===== src/hdl/gtf_gff3_attribute_tokenizer_unit_assert.svh =====
// Assertion macros for the attribute tokenizer
`ifndef GTF_GFF3_ATTRIBUTE_TOKENIZER_UNIT_ASSERT_SVH
`define GTF_GFF3_ATTRIBUTE_TOKENIZER_UNIT_ASSERT_SVH

`ifndef ASSERT_OFF
`define GTU_ASSERT(label, clk, rstn, prop) \
    label: assert property (@(posedge clk) disable iff (!(rstn)) prop) \
        else $error("tokenizer check failed");
`define GTU_ASSERT_NEVER(label, clk, rstn, expr) \
    label: assert property (@(posedge clk) disable iff (!(rstn)) !(expr)) \
        else $error("tokenizer forbidden condition");
`else
`define GTU_ASSERT(label, clk, rstn, prop)
`define GTU_ASSERT_NEVER(label, clk, rstn, expr)
`endif

`endif


===== src/hdl/gtf_tok_pkg.sv =====
package gtf_tok_pkg;

    typedef enum logic [2:0] {
        PH_SKIP      = 3'd0,
        PH_KEY       = 3'd1,
        PH_AFTER_KEY = 3'd2,
        PH_QUOTED    = 3'd3,
        PH_BARE      = 3'd4,
        PH_TAIL      = 3'd5,
        PH_G_KEY     = 3'd6,
        PH_G_VALUE   = 3'd7
    } phase_t;

    typedef enum logic [1:0] {
        KIND_KEY   = 2'd0,
        KIND_VALUE = 2'd1,
        KIND_END   = 2'd2
    } kind_t;

    localparam logic [7:0] CHAR_NUL   = 8'h00;
    localparam logic [7:0] CHAR_SEMI  = 8'h3B;
    localparam logic [7:0] CHAR_EQ    = 8'h3D;
    localparam logic [7:0] CHAR_QUOTE = 8'h22;
    localparam logic [7:0] CHAR_SPACE = 8'h20;
    localparam logic [7:0] CHAR_TAB   = 8'h09;

    localparam logic MODE_GTF  = 1'b0;
    localparam logic MODE_GFF3 = 1'b1;

    function automatic logic is_blank(input logic [7:0] c);
        return (c == CHAR_SPACE) || (c == CHAR_TAB);
    endfunction

endpackage


===== src/hdl/gtf_gff3_attribute_tokenizer_unit.sv =====
// Each accepted s_ byte goes through the input register, then the result register.
// Throughput: one byte per cycle; m_ stalls back up through one input register.
// Bytes that produce no result are consumed at the input register and emit nothing.
// Reset (aresetn low, synchronous): both stages empty, phase SKIP, mode GTF.
`include "gtf_gff3_attribute_tokenizer_unit_assert.svh"

module gtf_gff3_attribute_tokenizer_unit (
    input  logic       aclk,
    input  logic       aresetn,
    input  logic       cfg_valid,
    output logic       cfg_ready,
    input  logic       cfg_format_mode,
    input  logic       s_valid,
    output logic       s_ready,
    input  logic [7:0] s_char_in,
    output logic       m_valid,
    input  logic       m_ready,
    output logic [1:0] m_token_kind,
    output logic [7:0] m_char_out
);
    import gtf_tok_pkg::*;

    logic       mode_reg;
    logic       in_valid_reg;
    logic [7:0] in_char_reg;
    phase_t     phase_reg;
    phase_t     phase_next;
    logic       out_valid_reg;
    kind_t      out_kind_reg;
    logic [7:0] out_char_reg;

    logic       fire;
    logic       emit;
    kind_t      kind;
    logic [7:0] ch;
    logic [7:0] c;

    logic       fire_nul;
    logic       out_end;
    logic       out_data;
    logic       enter_tail;

    assign c         = in_char_reg;
    assign fire      = in_valid_reg && (!out_valid_reg || m_ready);
    assign s_ready   = !in_valid_reg || fire;
    assign cfg_ready = 1'b1;

    assign m_valid      = out_valid_reg;
    assign m_token_kind = out_kind_reg;
    assign m_char_out   = out_char_reg;

    always_comb begin
        phase_next = phase_reg;
        if (c == CHAR_NUL) begin
            phase_next = PH_SKIP;
        end else begin
            unique case (phase_reg)
                PH_SKIP: begin
                    if (!is_blank(c)) begin
                        if (mode_reg == MODE_GFF3) begin
                            if (c == CHAR_EQ) begin
                                phase_next = PH_G_VALUE;
                            end else if (c != CHAR_SEMI) begin
                                phase_next = PH_G_KEY;
                            end
                        end else if (c != CHAR_SEMI) begin
                            phase_next = PH_KEY;
                        end
                    end
                end
                PH_KEY: begin
                    if (is_blank(c)) begin
                        phase_next = PH_AFTER_KEY;
                    end else if (c == CHAR_SEMI) begin
                        phase_next = PH_SKIP;
                    end
                end
                PH_AFTER_KEY: begin
                    if (c == CHAR_QUOTE) begin
                        phase_next = PH_QUOTED;
                    end else if (c == CHAR_SEMI) begin
                        phase_next = PH_SKIP;
                    end else if (!is_blank(c)) begin
                        phase_next = PH_BARE;
                    end
                end
                PH_QUOTED: begin
                    if (c == CHAR_QUOTE) begin
                        phase_next = PH_TAIL;
                    end
                end
                PH_BARE: begin
                    if (c == CHAR_SEMI) begin
                        phase_next = PH_SKIP;
                    end else if (is_blank(c)) begin
                        phase_next = PH_TAIL;
                    end
                end
                PH_TAIL: begin
                    if (c == CHAR_SEMI) begin
                        phase_next = PH_SKIP;
                    end
                end
                PH_G_KEY: begin
                    if (c == CHAR_SEMI) begin
                        phase_next = PH_SKIP;
                    end else if (c == CHAR_EQ) begin
                        phase_next = PH_G_VALUE;
                    end
                end
                PH_G_VALUE: begin
                    if (c == CHAR_SEMI) begin
                        phase_next = PH_SKIP;
                    end
                end
                default: begin
                    phase_next = PH_SKIP;
                end
            endcase
        end
    end

    always_comb begin
        emit = 1'b0;
        kind = KIND_END;
        ch   = CHAR_NUL;
        if (c == CHAR_NUL) begin
            emit = (phase_reg != PH_SKIP) && (phase_reg != PH_TAIL);
        end else begin
            unique case (phase_reg)
                PH_SKIP: begin
                    if (!is_blank(c)) begin
                        if (mode_reg == MODE_GFF3) begin
                            if (c == CHAR_SEMI) begin
                                emit = 1'b1;
                            end else if (c != CHAR_EQ) begin
                                emit = 1'b1;
                                kind = KIND_KEY;
                                ch   = c;
                            end
                        end else if (c != CHAR_SEMI) begin
                            emit = 1'b1;
                            kind = KIND_KEY;
                            ch   = c;
                        end
                    end
                end
                PH_KEY, PH_G_KEY: begin
                    if (c == CHAR_SEMI) begin
                        emit = 1'b1;
                    end else if (phase_reg == PH_KEY ? !is_blank(c) : (c != CHAR_EQ)) begin
                        emit = 1'b1;
                        kind = KIND_KEY;
                        ch   = c;
                    end
                end
                PH_AFTER_KEY: begin
                    if (c == CHAR_SEMI) begin
                        emit = 1'b1;
                    end else if (!is_blank(c) && (c != CHAR_QUOTE)) begin
                        emit = 1'b1;
                        kind = KIND_VALUE;
                        ch   = c;
                    end
                end
                PH_QUOTED: begin
                    emit = 1'b1;
                    if (c != CHAR_QUOTE) begin
                        kind = KIND_VALUE;
                        ch   = c;
                    end
                end
                PH_BARE: begin
                    emit = 1'b1;
                    if ((c != CHAR_SEMI) && !is_blank(c)) begin
                        kind = KIND_VALUE;
                        ch   = c;
                    end
                end
                PH_TAIL: begin
                    emit = 1'b0;
                end
                PH_G_VALUE: begin
                    emit = 1'b1;
                    if (c != CHAR_SEMI) begin
                        kind = KIND_VALUE;
                        ch   = c;
                    end
                end
                default: begin
                    emit = 1'b0;
                end
            endcase
        end
    end

    always_ff @(posedge aclk) begin
        if (!aresetn) begin
            mode_reg      <= MODE_GTF;
            in_valid_reg  <= 1'b0;
            phase_reg     <= PH_SKIP;
            out_valid_reg <= 1'b0;
        end else begin
            if (cfg_valid && cfg_ready) begin
                mode_reg <= cfg_format_mode;
            end
            if (s_ready) begin
                in_valid_reg <= s_valid;
            end
            if (fire) begin
                phase_reg     <= phase_next;
                out_valid_reg <= emit;
            end else if (m_ready) begin
                out_valid_reg <= 1'b0;
            end
        end
    end

    always_ff @(posedge aclk) begin
        if (s_valid && s_ready) begin
            in_char_reg <= s_char_in;
        end
        if (fire && emit) begin
            out_kind_reg <= kind;
            out_char_reg <= ch;
        end
    end

    assign fire_nul   = fire && (in_char_reg == CHAR_NUL);
    assign out_end    = out_valid_reg && (out_kind_reg == KIND_END);
    assign out_data   = out_valid_reg && (out_kind_reg != KIND_END);
    assign enter_tail = fire && (phase_next == PH_TAIL) && (phase_reg != PH_TAIL);

    `GTU_ASSERT(a_nul_returns_to_skip, aclk, aresetn, fire_nul |=> (phase_reg == PH_SKIP))
    `GTU_ASSERT(a_pair_end_has_nul, aclk, aresetn, out_end |-> (out_char_reg == CHAR_NUL))
    `GTU_ASSERT(a_data_byte_nonzero, aclk, aresetn, out_data |-> (out_char_reg != CHAR_NUL))
    `GTU_ASSERT(a_tail_after_end, aclk, aresetn, enter_tail |=> out_end)
    `GTU_ASSERT_NEVER(a_no_overwrite, aclk, aresetn, fire && emit && out_valid_reg && !m_ready)

endmodule


===== config.mk =====
export PLATFORM = sky130hd
export DESIGN_NAME = gtf_gff3_attribute_tokenizer_unit
export DESIGN_NICKNAME = d
export VERILOG_FILES = /design/src/hdl/gtf_tok_pkg.sv /design/src/hdl/gtf_gff3_attribute_tokenizer_unit.sv
export VERILOG_INCLUDE_DIRS = /design/src /design/src/hdl
export SDC_FILE = /design/constraint.sdc
export NUM_CORES = 1
export LEC_CHECK = 0
export ABC_CLOCK_PERIOD_IN_PS = 6100
export BUFFER_PORTS_ARGS = -buffer_cell sky130_fd_sc_hd__buf_2
export CAP_MARGIN = 10
export CORE_MARGIN = 2
export CORE_UTILIZATION = 40
export CTS_CLUSTER_DIAMETER = 60
export DETAILED_ROUTE_END_ITERATION = 8
export PLACE_DENSITY_LB_ADDON = 0.2
export SYNTH_ARGS = -nofsm -noshare
export SYNTH_HDL_FRONTEND = slang
export SYNTH_SLANG_ARGS = --single-unit

===== constraint.sdc =====
create_clock -name aclk -period 6.1 [get_ports aclk]
set_clock_uncertainty 0.2 [all_clocks]
set_input_delay 0.915 -clock aclk [delete_from_list [all_inputs] [get_ports aclk]]
set_output_delay 0.915 -clock aclk [all_outputs]
set_load 0.03 [all_outputs]

==> impl_metrics.ini <==
[power_and_ir_drop]
switching_share = 0.268
comb_power_share = 0.181
internal_power_mw = 0.307
clockPowerShare = 0.330
p_seq_frac = 0.489
pwr_density_cell_nw_per_um2 = 242
leakage_nw = 0.643
vdd_drop_max_mv = 0.0971
p_switching_mw = 0.113

[logic_synthesis]
ys_async_sr_fraction = 0
yosysUniqueCellTypes = 49
syn_area_per_cell_sq_um = 9.29
ys_ff_latch = 24
ys.flop_type = edfxtp_1
synth_area_sq_um = 1520
syn-num-nets = 178
seq_area_frac_synth = 0.433
synth_cells = 164
synth_warnings = 0
synth_edf_count = 18

[layout]
drive_gt1_frac = 0.204
area_delta_synth_final_pct = 13.5
diodes = 0
nets = 196
fin_cells = 229
final_common_cell = buf_2
fin_util = 0.473
final_cell_mix = buf_2 (25), edfxtp_1 (18), nand2_1 (13), nor2_1 (12), o21ai_0 (10)

[worst_hold_path]
min_from = mode_reg$_SDFFE_PN0P_
hold_path.class = flip-flop to flip-flop

[sta]
rsz0062_at_grt = false
setup_viol = 0
min_period_over_period = 0.438
hold_viol_final = 0
fin_setup_tns_ps = 0
max_slew_margin = 0.362
slew_viol_final = 0
min_period_ps = 2670
fmax_mhz = 374
worstMarginPinSlew_ps = 958
timing.final.ws_setup_ps = 3430
hold_slack_ps = 368

[worst_setup_path]
startpoint = phase_reg[2]$_SDFFE_PN0P_
worstSetupStartpointType = flip-flop
path_cells = xor2_1, nor2_1, nand2_1, o2111ai_1, a21oi_1
cp_slowest_stage_delay_ps = 880
critPathTopFamily = flip-flops
crit_type = flip-flop to flip-flop
crit_required_ps = 5790
r2r_start = phase_reg[2]$_SDFFE_PN0P_
crit_buf_inv = 0
critPathArrivalTime_ps = 2360
worst-path-max-fanout = 26
crit_path_top_delay_cell = dfxtp_1
end_kind = flip-flop

[outcome]
status = finished, final reports clean

[grt]
grt_overflow = 0
grt_pass1_wl_microns = 5970
grtUsageTotal = 0.179
grt_max_degree = 27
antenna_found_initial = 0
grt_pass1_vias = 1249

[routing]
post_drt_wl_per_cell_microns = 15.8
drtIter0Drc = 69
drc = 0
firstDrtPassIters = 4
vias = 1341
routed_via_density = 5.86
postRouteAntennaNets = 0
routed_wl_microns = 3620

[placed_design]
pre_cts_ws_ps = 3440
place_congestion = 0.944
dp_cells = 225
hpwl_microns = 2720
port_buffers = 25

[floorplan]
num_io_pins = 27
fp.dieW_microns = 65.7
die_h_microns = 65.7
die_area_sq_um = 4320
core_area_sq_um = 3660
initial_core_util = 0.416
num_rows = 22

[clock_network]
clock_latency_ps = 270
htree_levels = 1
cts_hold_buf = 0
cts_tree = done
clk_pin_slew_ps = 90
clkSinkCount = 24
cts-root-buf = clkbuf_8
cts_buffers = 3
cts_resized = 0
postCtsSetupBuffers = 0
cts_buffer_depth = 2

[run]
cap_violations = 0
==> cells by family after synthesis <==
| group | share of synthesized area |
|---|---|
| other | 0.00246 |
| flip-flops | 0.434 |
| AO/OA/AOI/OAI | 0.247 |
| XOR/XNOR | 0.0115 |
| buffers and inverters | 0.0427 |
| multiplexers | 0.0263 |
| AND/OR/NAND/NOR | 0.236 |
==> per-layer routing <==
layer	vias to the layer above	GRT usage	share of wire
met5	-	0	0
met4	0	0.0755	0.023
met3	10	0.0308	0.074
met2	55	0.264	0.46
met1	625	0.257	0.44
li1	651	-	-
==> path summary, 6_finish.rpt <==
check                                                   end  slack [ps]  depth (start not counted)
worst max-delay path            m_char_out[4]$_SDFFCE_PP0P_        3430                          5
worst min-delay path                  mode_reg$_SDFFE_PN0P_         370                          2
worst max register to register  m_char_out[4]$_SDFFCE_PP0P_        3430                          5
worst min register to register        mode_reg$_SDFFE_PN0P_         370                          2
==> cells in the mapped netlist (all sizes together) (2+ instances only) <==
library cell / number / share of area
nor3: 7 / 0.023
a21oi: 9 / 0.030
a31oi: 3 / 0.012
o21bai: 2 / 0.0098
a21o: 2 / 0.0098
nand2b: 3 / 0.012
inv: 4 / 0.0098
or2: 2 / 0.0082
dfxtp: 6 / 0.079
nor2: 12 / 0.030
or3: 5 / 0.021
mux2i: 4 / 0.026
o2111ai: 2 / 0.011
nor2b: 4 / 0.016
and4: 2 / 0.011
xor2: 2 / 0.011
nand3b: 2 / 0.0098
a211oi: 3 / 0.018
o211ai: 4 / 0.020
and2: 7 / 0.030
edfxtp: 18 / 0.35
o21ai: 11 / 0.039
buf: 2 / 0.0082
o21a: 3 / 0.015
nand3: 4 / 0.013
clkbuf: 10 / 0.025
nand2: 13 / 0.032
==> per-stage QoR <==
| step | power (mW) | area (sq um) |
|---|---|---|
| after CTS | 0.422 | 1730 |
| after global placement | 0.283 | 1660 |
| after detailed placement | 0.284 | 1660 |
| after floorplan | 0.263 | 1520 |
| after global routing | 0.439 | 1730 |
| final | 0.419 | 1730 |
==> final cells by class <==
cell class | count | area [sq um]
fill | 346 | 1930
multi-input combinational | 124 | 798
sequential | 24 | 661
timing repair buffer | 25 | 125
tap | 48 | 60.1
clock buffer | 3 | 41.3
clock inverter | 1 | 30.0
inverter | 4 | 15.0
==> worst register-to-register path: stages, from the launching register on <==
cell and delay, ps:
dfxtp_1 880, xor2_1 200, nor2_1 50, nand2_1 90
o2111ai_1 110, a21oi_1 760
==> power groups by stage <==
stage	sequential [mW]	clock [mW]	combinational (mW)
2_1_floorplan	0.205	0	0.0579
3_3_place_gp	0.208	0	0.0750
3_5_place_dp	0.208	0	0.0757
4_1_cts	0.205	0.142	0.0759
5_1_grt	0.207	0.148	0.0836
6_report	0.205	0.138	0.0760
Note: power is estimated with default switching activity, not from simulation.
